[config.mk]
export PLATFORM = sky130hd
export DESIGN_NAME = interrupt_slot_allocator
export DESIGN_NICKNAME = d
export VERILOG_FILES = /design/src/rtl/isa_pkg.sv /design/src/rtl/isa_ctrl.sv /design/src/rtl/isa_dpath.sv /design/src/rtl/interrupt_slot_allocator.sv
export SDC_FILE = /design/constraint.sdc
export NUM_CORES = 2
export LEC_CHECK = 0
export ABC_CLOCK_PERIOD_IN_PS = 34500
export BUFFER_PORTS_ARGS = -buffer_cell sky130_fd_sc_hd__clkbuf_2
export CORE_AREA = 2 2 369 371
export CTS_BUF_LIST = sky130_fd_sc_hd__clkbuf_8 sky130_fd_sc_hd__clkbuf_16
export DETAILED_ROUTE_END_ITERATION = 8
export DIE_AREA = 0 0 371 373
export GPL_TIMING_DRIVEN = 0
export PLACE_DENSITY = 0.55
export SETUP_SLACK_MARGIN = 0.15
export SLEW_MARGIN = 20
export SYNTH_ARGS = -nofsm -noshare
export SYNTH_HDL_FRONTEND = slang
export SYNTH_SLANG_ARGS = --single-unit
[constraint.sdc]
create_clock -name clk_i -period 34.5 [get_ports clk_i]
set_input_delay 5.175 -clock clk_i [delete_from_list [all_inputs] [get_ports clk_i]]
set_output_delay 5.175 -clock clk_i [all_outputs]
set_load 0.03 [all_outputs]
[src/rtl/isa_pkg.sv]
package isa_pkg;

  // table geometry
  localparam int SLOT_COUNT = 96;
  localparam int PRIO_MAX   = 15;

  // the slot search runs in groups of eight, then over the groups
  localparam int GRP_SIZE   = 8;
  localparam int GRP_IDX_W  = 3;
  localparam int GRP_COUNT  = (SLOT_COUNT + GRP_SIZE - 1) / GRP_SIZE;
  localparam int GRP_W      = (GRP_COUNT > 1) ? $clog2(GRP_COUNT) : 1;
  localparam int IDX_W      = GRP_W + GRP_IDX_W;
  localparam int VEC_W      = GRP_COUNT * GRP_SIZE;

  // field widths
  localparam int MODE_W     = 2;
  localparam int EVENT_W    = 9;
  localparam int PRIO_IN_W  = 8;
  localparam int PRIO_W     = 4;
  localparam int STATUS_W   = 3;
  localparam int SLOT_OUT_W = 7;
  localparam int EXT_W      = (IDX_W > SLOT_OUT_W) ? IDX_W : SLOT_OUT_W;

  typedef enum logic [MODE_W-1:0] {
    MODE_REGISTER   = 2'd0,
    MODE_UNREGISTER = 2'd1,
    MODE_SET_PRIO   = 2'd2,
    MODE_LOOKUP     = 2'd3
  } mode_e;

  typedef enum logic [STATUS_W-1:0] {
    ST_OK         = 3'd0,
    ST_BAD_PRIO   = 3'd1,
    ST_HELD       = 3'd2,
    ST_FULL       = 3'd3,
    ST_NOT_FOUND  = 3'd4,
    ST_NO_HANDLER = 3'd5
  } status_e;

  // commands from the controller to the datapath
  typedef struct packed {
    logic load;
    logic cmp;
    logic enc;
    logic exec;
  } isa_cmd_t;

  // lowest set bit of an eight-bit group
  function automatic logic [GRP_IDX_W-1:0] first_one8(input logic [GRP_SIZE-1:0] v);
    logic [GRP_IDX_W-1:0] idx;
    idx = '0;
    for (int i = GRP_SIZE - 1; i >= 0; i--) begin
      if (v[i]) begin
        idx = GRP_IDX_W'(i);
      end
    end
    return idx;
  endfunction

endpackage

[src/rtl/isa_ctrl.sv]
module isa_ctrl import isa_pkg::*; (
  input  logic     clk_i,
  input  logic     rst_ni,
  input  logic     in_valid_i,
  output logic     in_ready_o,
  output logic     out_valid_o,
  input  logic     out_ready_i,
  output isa_cmd_t cmd_o
);

  typedef enum logic [3:0] {
    S_IDLE = 4'b0001,
    S_CMP  = 4'b0010,
    S_ENC  = 4'b0100,
    S_EXEC = 4'b1000
  } state_e;

  state_e state_q, state_d;
  logic   out_valid_q, out_valid_d;
  logic   exec_go;

  assign in_ready_o  = (state_q == S_IDLE);
  assign out_valid_o = out_valid_q;

  // the result register must be free, or freed this cycle, before execution
  assign exec_go = (state_q == S_EXEC) && (!out_valid_q || out_ready_i);

  always_comb begin
    state_d = state_q;
    case (state_q)
      S_IDLE: begin
        if (in_valid_i) begin
          state_d = S_CMP;
        end
      end
      S_CMP:  state_d = S_ENC;
      S_ENC:  state_d = S_EXEC;
      S_EXEC: begin
        if (exec_go) begin
          state_d = S_IDLE;
        end
      end
      default: state_d = S_IDLE;
    endcase
  end

  always_comb begin
    out_valid_d = (out_valid_q && !out_ready_i) || exec_go;
  end

  always_comb begin
    cmd_o.load = (state_q == S_IDLE) && in_valid_i;
    cmd_o.cmp  = (state_q == S_CMP);
    cmd_o.enc  = (state_q == S_ENC);
    cmd_o.exec = exec_go;
  end

  always_ff @(posedge clk_i or negedge rst_ni) begin
    if (!rst_ni) begin
      state_q     <= S_IDLE;
      out_valid_q <= 1'b0;
    end else begin
      state_q     <= state_d;
      out_valid_q <= out_valid_d;
    end
  end

endmodule

[src/rtl/isa_dpath.sv]
module isa_dpath import isa_pkg::*; (
  input  logic                  clk_i,
  input  logic                  rst_ni,
  input  isa_cmd_t              cmd_i,
  input  logic [MODE_W-1:0]     mode_i,
  input  logic [EVENT_W-1:0]    event_number_i,
  input  logic [PRIO_IN_W-1:0]  prio_level_i,
  input  logic                  handler_present_i,
  output logic [STATUS_W-1:0]   status_o,
  output logic [SLOT_OUT_W-1:0] slot_index_o,
  output logic                  slot_found_o
);

  // captured item
  mode_e                mode_q;
  logic [EVENT_W-1:0]   ev_q;
  logic [PRIO_IN_W-1:0] prio_q;
  logic                 hnd_q;

  // slot table
  logic [SLOT_COUNT-1:0] valid_q;
  logic [EVENT_W-1:0]    event_q [SLOT_COUNT];
  logic [PRIO_W-1:0]     prio_tab_q [SLOT_COUNT];

  // search vectors and group results
  logic [VEC_W-1:0]     match_vec_d, match_vec_q;
  logic [VEC_W-1:0]     free_vec_d, free_vec_q;
  logic [GRP_COUNT-1:0] m_hit_q, f_hit_q;
  logic [GRP_IDX_W-1:0] m_idx_q [GRP_COUNT];
  logic [GRP_IDX_W-1:0] f_idx_q [GRP_COUNT];

  // final selection
  logic             m_hit, f_hit;
  logic [IDX_W-1:0] m_slot, f_slot;

  // table update and result
  logic              wr_en, wr_valid, wr_prio_only;
  logic [IDX_W-1:0]  wr_slot;
  logic [EVENT_W-1:0] wr_event;
  logic [PRIO_W-1:0] wr_prio;
  status_e           status_d, status_q;
  logic [IDX_W-1:0]  slot_d;
  logic              found_d, found_q;
  logic [EXT_W-1:0]  slot_ext_q;
  logic              prio_ok;

  always_ff @(posedge clk_i) begin
    if (cmd_i.load) begin
      mode_q <= mode_e'(mode_i);
      ev_q   <= event_number_i;
      prio_q <= prio_level_i;
      hnd_q  <= handler_present_i;
    end
  end

  // compare against every slot, padding bits neither match nor count as free
  always_comb begin
    match_vec_d = '0;
    free_vec_d  = '0;
    for (int i = 0; i < SLOT_COUNT; i++) begin
      match_vec_d[i] = valid_q[i] && (event_q[i] == ev_q);
      free_vec_d[i]  = !valid_q[i];
    end
  end

  always_ff @(posedge clk_i) begin
    if (cmd_i.cmp) begin
      match_vec_q <= match_vec_d;
      free_vec_q  <= free_vec_d;
    end
  end

  always_ff @(posedge clk_i) begin
    if (cmd_i.enc) begin
      for (int g = 0; g < GRP_COUNT; g++) begin
        m_hit_q[g] <= |match_vec_q[g*GRP_SIZE +: GRP_SIZE];
        f_hit_q[g] <= |free_vec_q[g*GRP_SIZE +: GRP_SIZE];
        m_idx_q[g] <= first_one8(match_vec_q[g*GRP_SIZE +: GRP_SIZE]);
        f_idx_q[g] <= first_one8(free_vec_q[g*GRP_SIZE +: GRP_SIZE]);
      end
    end
  end

  // lowest group with a hit
  always_comb begin
    m_hit  = 1'b0;
    f_hit  = 1'b0;
    m_slot = '0;
    f_slot = '0;
    for (int g = GRP_COUNT - 1; g >= 0; g--) begin
      if (m_hit_q[g]) begin
        m_hit  = 1'b1;
        m_slot = {GRP_W'(g), m_idx_q[g]};
      end
      if (f_hit_q[g]) begin
        f_hit  = 1'b1;
        f_slot = {GRP_W'(g), f_idx_q[g]};
      end
    end
  end

  assign prio_ok = (prio_q <= PRIO_IN_W'(PRIO_MAX));

  always_comb begin
    wr_en        = 1'b0;
    wr_prio_only = 1'b0;
    wr_valid     = 1'b0;
    wr_slot      = m_slot;
    wr_event     = '0;
    wr_prio      = '0;
    status_d     = ST_OK;
    slot_d       = '0;
    found_d      = 1'b0;
    case (mode_q)
      MODE_REGISTER: begin
        if (!hnd_q) begin
          status_d = ST_NO_HANDLER;
        end else if (!prio_ok) begin
          status_d = ST_BAD_PRIO;
        end else if (m_hit) begin
          status_d = ST_HELD;
        end else if (!f_hit) begin
          status_d = ST_FULL;
        end else begin
          wr_en    = 1'b1;
          wr_valid = 1'b1;
          wr_slot  = f_slot;
          wr_event = ev_q;
          wr_prio  = prio_q[PRIO_W-1:0];
          slot_d   = f_slot;
          found_d  = 1'b1;
        end
      end
      MODE_UNREGISTER: begin
        if (!m_hit) begin
          status_d = ST_NOT_FOUND;
        end else begin
          // freed slot goes back to zero event and priority
          wr_en   = 1'b1;
          slot_d  = m_slot;
          found_d = 1'b1;
        end
      end
      MODE_SET_PRIO: begin
        if (!prio_ok) begin
          status_d = ST_BAD_PRIO;
        end else if (!m_hit) begin
          status_d = ST_NOT_FOUND;
        end else begin
          wr_prio_only = 1'b1;
          wr_prio      = prio_q[PRIO_W-1:0];
          slot_d       = m_slot;
          found_d      = 1'b1;
        end
      end
      MODE_LOOKUP: begin
        if (m_hit) begin
          slot_d  = m_slot;
          found_d = 1'b1;
        end
      end
      default: status_d = ST_OK;
    endcase
  end

  always_ff @(posedge clk_i or negedge rst_ni) begin
    if (!rst_ni) begin
      valid_q <= '0;
    end else if (cmd_i.exec && wr_en) begin
      for (int i = 0; i < SLOT_COUNT; i++) begin
        if (wr_slot == IDX_W'(i)) begin
          valid_q[i] <= wr_valid;
        end
      end
    end
  end

  always_ff @(posedge clk_i) begin
    if (cmd_i.exec) begin
      for (int i = 0; i < SLOT_COUNT; i++) begin
        if (wr_slot == IDX_W'(i)) begin
          if (wr_en) begin
            event_q[i]    <= wr_event;
            prio_tab_q[i] <= wr_prio;
          end else if (wr_prio_only) begin
            prio_tab_q[i] <= wr_prio;
          end
        end
      end
    end
  end

  always_ff @(posedge clk_i) begin
    if (cmd_i.exec) begin
      status_q   <= status_d;
      slot_ext_q <= EXT_W'(slot_d);
      found_q    <= found_d;
    end
  end

  assign status_o     = status_q;
  assign slot_index_o = slot_ext_q[SLOT_OUT_W-1:0];
  assign slot_found_o = found_q;

endmodule

[src/rtl/interrupt_slot_allocator.sv]
// interrupt slot allocator: a table of slots, each with a valid mark, an
// event number and a priority
// input channel (in_valid_i / in_ready_o) carries one item: mode, event
// number, requested priority and handler-present flag; modes are register,
// unregister, set priority and lookup
// output channel (out_valid_o / out_ready_i) returns one result per item:
// status, slot index and slot-found flag
// the item goes through three steps before its result is registered
// (compare every slot, encode within groups of eight, select over groups
// and update the table); one item is in work at a time, so the next item
// is taken only once the last one has left that three-step search
// the result sits in an output register: the block goes back to idle and
// takes the next item while a result waits; that item stalls in its last
// step until the waiting result is taken
// reset empties the table (every slot free) and drops any pending result
module interrupt_slot_allocator import isa_pkg::*; (
  input  logic                  clk_i,
  input  logic                  rst_ni,
  input  logic                  in_valid_i,
  output logic                  in_ready_o,
  input  logic [MODE_W-1:0]     mode_i,
  input  logic [EVENT_W-1:0]    event_number_i,
  input  logic [PRIO_IN_W-1:0]  prio_level_i,
  input  logic                  handler_present_i,
  output logic                  out_valid_o,
  input  logic                  out_ready_i,
  output logic [STATUS_W-1:0]   status_o,
  output logic [SLOT_OUT_W-1:0] slot_index_o,
  output logic                  slot_found_o
);

  isa_cmd_t cmd;

  // sequencing of compare, encode and execute
  isa_ctrl u_ctrl (
    .clk_i       (clk_i),
    .rst_ni      (rst_ni),
    .in_valid_i  (in_valid_i),
    .in_ready_o  (in_ready_o),
    .out_valid_o (out_valid_o),
    .out_ready_i (out_ready_i),
    .cmd_o       (cmd)
  );

  // slot table, search and result register
  isa_dpath u_dpath (
    .clk_i             (clk_i),
    .rst_ni            (rst_ni),
    .cmd_i             (cmd),
    .mode_i            (mode_i),
    .event_number_i    (event_number_i),
    .prio_level_i      (prio_level_i),
    .handler_present_i (handler_present_i),
    .status_o          (status_o),
    .slot_index_o      (slot_index_o),
    .slot_found_o      (slot_found_o)
  );

  // an accepted item keeps the block busy in the next cycle
  assert property (@(posedge clk_i) disable iff (!rst_ni)
    (in_valid_i && in_ready_o) |=> !in_ready_o)
    else $error("input taken again right after an accepted item");

  // a failed operation never names a slot
  assert property (@(posedge clk_i) disable iff (!rst_ni)
    (out_valid_o && (status_o != ST_OK)) |-> !slot_found_o)
    else $error("failing status reported with a slot");

  // no slot means slot index zero
  assert property (@(posedge clk_i) disable iff (!rst_ni)
    (out_valid_o && !slot_found_o) |-> (slot_index_o == '0))
    else $error("slot index set without a slot");

  // the execute command only fires when the result register can take it
  assert property (@(posedge clk_i) disable iff (!rst_ni)
    cmd.exec |-> (!out_valid_o || out_ready_i))
    else $error("result register overwritten");

endmodule

---- After elaboration in Yosys (flattened, before gate mapping) ----
Memory sizes are Yosys's and may differ from the RTL's.
Index checks and enable logic that the tools add are counted.
cells by class
  magnitude comparators ................... 1
  equal/unequal tests ..................... 200
  multiplexer cells ....................... 876
  reductions and logical operators ........ 419
operator list
  cell                count
  $mux 7              130
  $mux 9              100
  $eq 9x9->1          96
  $reduce_or 9->1     95
  $mux 3              221
  $mux 1              417
  $eq 7x6->1 const B  32
  $eq 7x7->1 const B  32
  $reduce_and 2->1    97
  $reduce_or 8->1     24
  $eq 7x5->1 const B  16
  $logic_and 1x1->1   100
  $logic_not 1->1     98
  $eq 7x4->1 const B  8
  $eq 7x3->1 const B  4
  $pmux 7 s3          1
  $pmux 4 s4          1
  $eq 7x2->1 const B  2
  $pmux 3 s3          1
  $le 8x4->1 const B  1
  $mux 4              2
  $eq 7x1->1 const B  1
  $logic_not 7->1     1
  $eq 2x2->1 const B  2
  other kinds (13)    14
word-level totals
  bits in registers ....................... 348
  bits in writable memories ............... 936
  bits of input ports ..................... 24
  output and inout port bits .............. 13
  word-level logic and storage cells ...... 1608
  memories ................................ 3
memory list
  memory           depth  width  rd ports  clocked after memory_dff  wr ports  line             source
  u_dpath.event_q  96     9      96        0                         1         isa_dpath.sv:22  logic [EVENT_W-1:0] event_q [SLOT_COUNT];
  u_dpath.f_idx_q  12     3      12        0                         12        isa_dpath.sv:30  logic [GRP_IDX_W-1:0] f_idx_q [GRP_COUNT];
  u_dpath.m_idx_q  12     3      12        0                         12        isa_dpath.sv:29  logic [GRP_IDX_W-1:0] m_idx_q [GRP_COUNT];

---- Longest topological paths before layout ----
An unclocked memory read counts as a cell.
  depth after elaboration ................. 118
  depth in mapped cells ................... 11
  mapped depth without buffers ............ 9

---- By module ----
From an unflattened synthesis, not the netlist that was laid out.
second synthesis, totals
  cells, all modules ...................... 3581
  area, all modules ....................... 53501.3 um^2
by module, submodules not included
  module     times used  cells an instance  area each (um^2)  seq. area each (um^2)
  isa_dpath  1           3555               53226.0           37806.3
  isa_ctrl   1           26                 275.3             126.4

---- Worst setup path before layout ----
No wires, ideal clock.
  path type ............................... register to register
  start ................................... register u_ctrl.state_q[1]
  end ..................................... register u_dpath.free_vec_q[0] (enable)
  library setup time ...................... 1.279 ns
  arrival ................................. 20.086 ns
  data required time ...................... 33.221 ns
  path slack .............................. 13.135 ns
  cell stages (with the launch flop) ...... 2
  buffers on the path ..................... 0
  clock period less this slack ............ 21.365 ns
  cell sequence ........................... dfrtp_1 > nor4b_1
between the ends
  word-level cells in the longest chain between the ends .. 1
ends and longest elaborated chain
  item                      line             source
  start: declaration        isa_ctrl.sv:18   state_e state_q, state_d;
  start signal: assignment  isa_ctrl.sv:63   state_q <= state_d;
  $eq 4x2->1                isa_ctrl.sv:53   cmd_o.cmp = (state_q == S_CMP);
  end signal: assignment    isa_dpath.sv:69  free_vec_q <= free_vec_d;
  end: declaration          isa_dpath.sv:27  logic [VEC_W-1:0] free_vec_d, free_vec_q;
Every way passes these cells.
A chain may end at the register's enable or synchronous reset.

==> run metrics <==
Psw 1042 uW; Main synth FF type edfxtp_1; IO Port Bufs 32; CTS resizes 0; Die X 371 microns; Least-Margin Pin Slew 1.309 ns; Worst Skew 0.03363 ns; n_diodes 0; 1st-iter DRT viols 3,519; final HPWL from detailed placement 118.3 mm; Finished Cell Area 62,110 sq um; MaxCap Viol Count 0; die area 138,400 sq um; Power Density 61.70 nW/um^2; largest net degree at the start of global routing 54; Synth Register Bits 1,280; total track usage 25.54%; number of global-route vias before repair 29,534; TritonCTS Buffers 140; largest cells by area after synthesis edfxtp_1 (66%), xnor2_1 (13%), dfrtp_1 (4.7%), nand4_1 (2.3%), nor4_1 (1.7%); Top Family by Delay on Critical Path simple AND/OR/NAND/NOR gates; fin. max-slew vios 0; Worst VDD drop 0.03692 mV; RSZ-0062 raised after global routing no; sequential share of power 45.8%; P_int 2790 uW; sequential-to-total area share from yosys stat 71.08%; Max Clock Freq 122.6 MHz; CP Cell Sequence clkbuf_2 > nand2b_1 > nand2b_4 > inv_1 > and2_1 > clkbuf_1 > nand3_1 > buf_2 > nor2_1; final period utilization 23.64%; Crit Path Class input port to register; most frequent cells in the layout edfxtp_1 (1,179), xnor2_1 (768), nor2_1 (223); CP max stage cell nor2_1; fin crit period 8.157 ns; Congestion Overflow GR 0; synthesized instance count 3,558; Netlist cell types 82; Clk Latency, worst-skew pair 0.79 ns; root buffer selected by CTS clkbuf_16; ys async rst share 7.891%; Placed Cells 5,469; Hold WC Path Type register to register; clock power share 38.8%; synthesized cell area 53,360 sq um; Final Hold Viols 0; Max H-tree Level 4; largest area contributor in the netlist edfxtp_1; antenna violations before repair 7; Routed WL per cell 30.90 microns; clk sinks 1,280; Startpoint Class input port; Routed Wire Length 177.0 mm; Vias 31,406; Clock Path Buffers 3; DRC 0; sw frac 27.19%; Reg clk slew, reported paths 0.06 ns; Rows 135; post-synthesis area per instance 15.00 sq um; layout cells sized above 1 13.03%; first-pass GRT wire length 240.8 mm; CP endpoint kind register; placer congestion estimate 0.9992; fin nets 3,854; Vias/cell 5.484; Comb power frac 15.4%; required time worst endpoint 34.90 ns; Ys Warns 0; Initial Utilization 39.64%; first-pass iteration count of the detailed router 5; crit path DAT 8.55 ns; post-route antenna net violation count 0; I/O pins 37; Final setup viols 0; status finished clean; post-cts hold buffer count 0; worst rel slew slack 12.34%; CTS tree built; share of the synthesized area in the top cell type 66.34%; commonest non-fill, non-tap cell in the layout edfxtp_1; Layout area overhead 16.40%; core box area 134,600 sq um; WP buf/inv 4; Post-CTS Setup Repair Bufs 0; chip height 373 microns; Final Non-Filler Cells 5,727; Mapped Nets 3,582; Leakage 0.01892 uW; Area after DPL 57,500 sq um; CP max stage delay 0.82 ns; worst-path maximum fanout 15; EDFF count, synth 1,179
==> cells by family after synthesis <==
group / Yosys count / synth area share, %
AND/OR/NAND/NOR: 901 / 9.402
flip-flops: 1280 / 71.08
buffers and inverters: 291 / 2.136
AO/OA/AOI/OAI: 158 / 1.998
XOR/XNOR: 864 / 14.18
multiplexers: 64 / 1.200
==> state kept, by name (all words and copies together), names as in the netlist, 2 cells and up <==
signal and flops:
u_dpath.free_vec_q 96, u_dpath.valid_q 96, u_dpath.m_idx_q 36, u_dpath.prio_q 4
u_dpath.status_o 3, u_dpath.m_hit_q 12, u_dpath.f_idx_q 36, u_dpath.f_hit_q 12
u_dpath.ev_q 9, u_dpath.slot_index_o 7, u_dpath.match_vec_q 96, u_dpath.mode_q 2
u_dpath.event_q 864, u_ctrl.state_q 4
==> power groups by stage <==
stage / Clock (uW) / Combinational, uW / Sequential, uW
floorplan: 0 / 310 / 1800
global placement: 0 / 533 / 1840
detailed placement: 0 / 587 / 1790
CTS: 1510 / 589 / 1750
global route: 1570 / 617 / 1760
finish: 1490 / 589 / 1760
==> layer usage <==
layer / part of all wire (%) / global-route usage (%)
met5: 0.011 / 0
met1: 43 / 36.17
met4: 4.1 / 9.992
met2: 45 / 38.85
met3: 8.3 / 4.744
==> cell usage after synthesis, types with 6 or more instances <==
cell type and instances:
nor2b_1 32, dfrtp_1 100, xnor2_1 768, nand3b_1 13
o21ai_1 6, nor4_1 148, inv_1 146, a21oi_1 49
mux2i_1 64, buf_1 49, nor2_1 224, o21ai_0 46
nand2_1 76, edfxtp_1 1179, and2_1 13, o221ai_1 6
nand4_1 193, nand3_1 46, buf_2 12, xor2_1 96
clkbuf_1 76, nand2b_1 13, nor3_1 79, nor3_2 21
==> worst paths after layout <==
path / endpoint / slack (ns) / cells after the start / start
worst max-delay path: u_dpath.event_q[55][0]$_DFFE_PP_ / 26.34 / 9 / out_ready_i
worst min-delay path: u_dpath.free_vec_q[76]$_DFFE_PN_ / 0.51 / 1 / u_dpath.valid_q[76]$_DFFE_PN0P_
worst max register to register: u_dpath.event_q[52][1]$_DFFE_PP_ / 29.11 / 8 / u_dpath.f_hit_q[10]$_DFFE_PP_
worst min register to register: u_dpath.free_vec_q[76]$_DFFE_PN_ / 0.51 / 1 / u_dpath.valid_q[76]$_DFFE_PN0P_
max in group asynchronous: u_dpath.valid_q[56]$_DFFE_PN0P_ / 29.28 / 2 / rst_ni
min in group asynchronous: u_dpath.valid_q[20]$_DFFE_PN0P_ / 4.35 / 1 / rst_ni
==> cell type report <==
cell class                 count  area (sq um)
fill                       11676         72510
sequential                  1280         37930
multi-input combinational   1987         14370
clock buffer                 162          3851
tap                         1781          2228
timing repair buffer         130          1747
clock inverter                96         742.0
buffer                       145         699.4
inverter                     146         548.0
==> metrics by stage <==
stage,setup WS (ns),hold WS (ns),total power [uW],setup TNS [ns],util [%]
after floorplan,13.13,0.4934,2113,0,-
after CTS,26.44,0.5143,3850,0,46.13
after global routing,26.29,0.5398,3940,0,46.14
after detailed placement,25.61,0.5173,2373,0,42.71
final,26.34,0.5145,3833,0,46.14
after global placement,-1.561,0.5063,2370,-294.19,41.41
No activity file was read; power rests on OpenSTA's default activity.
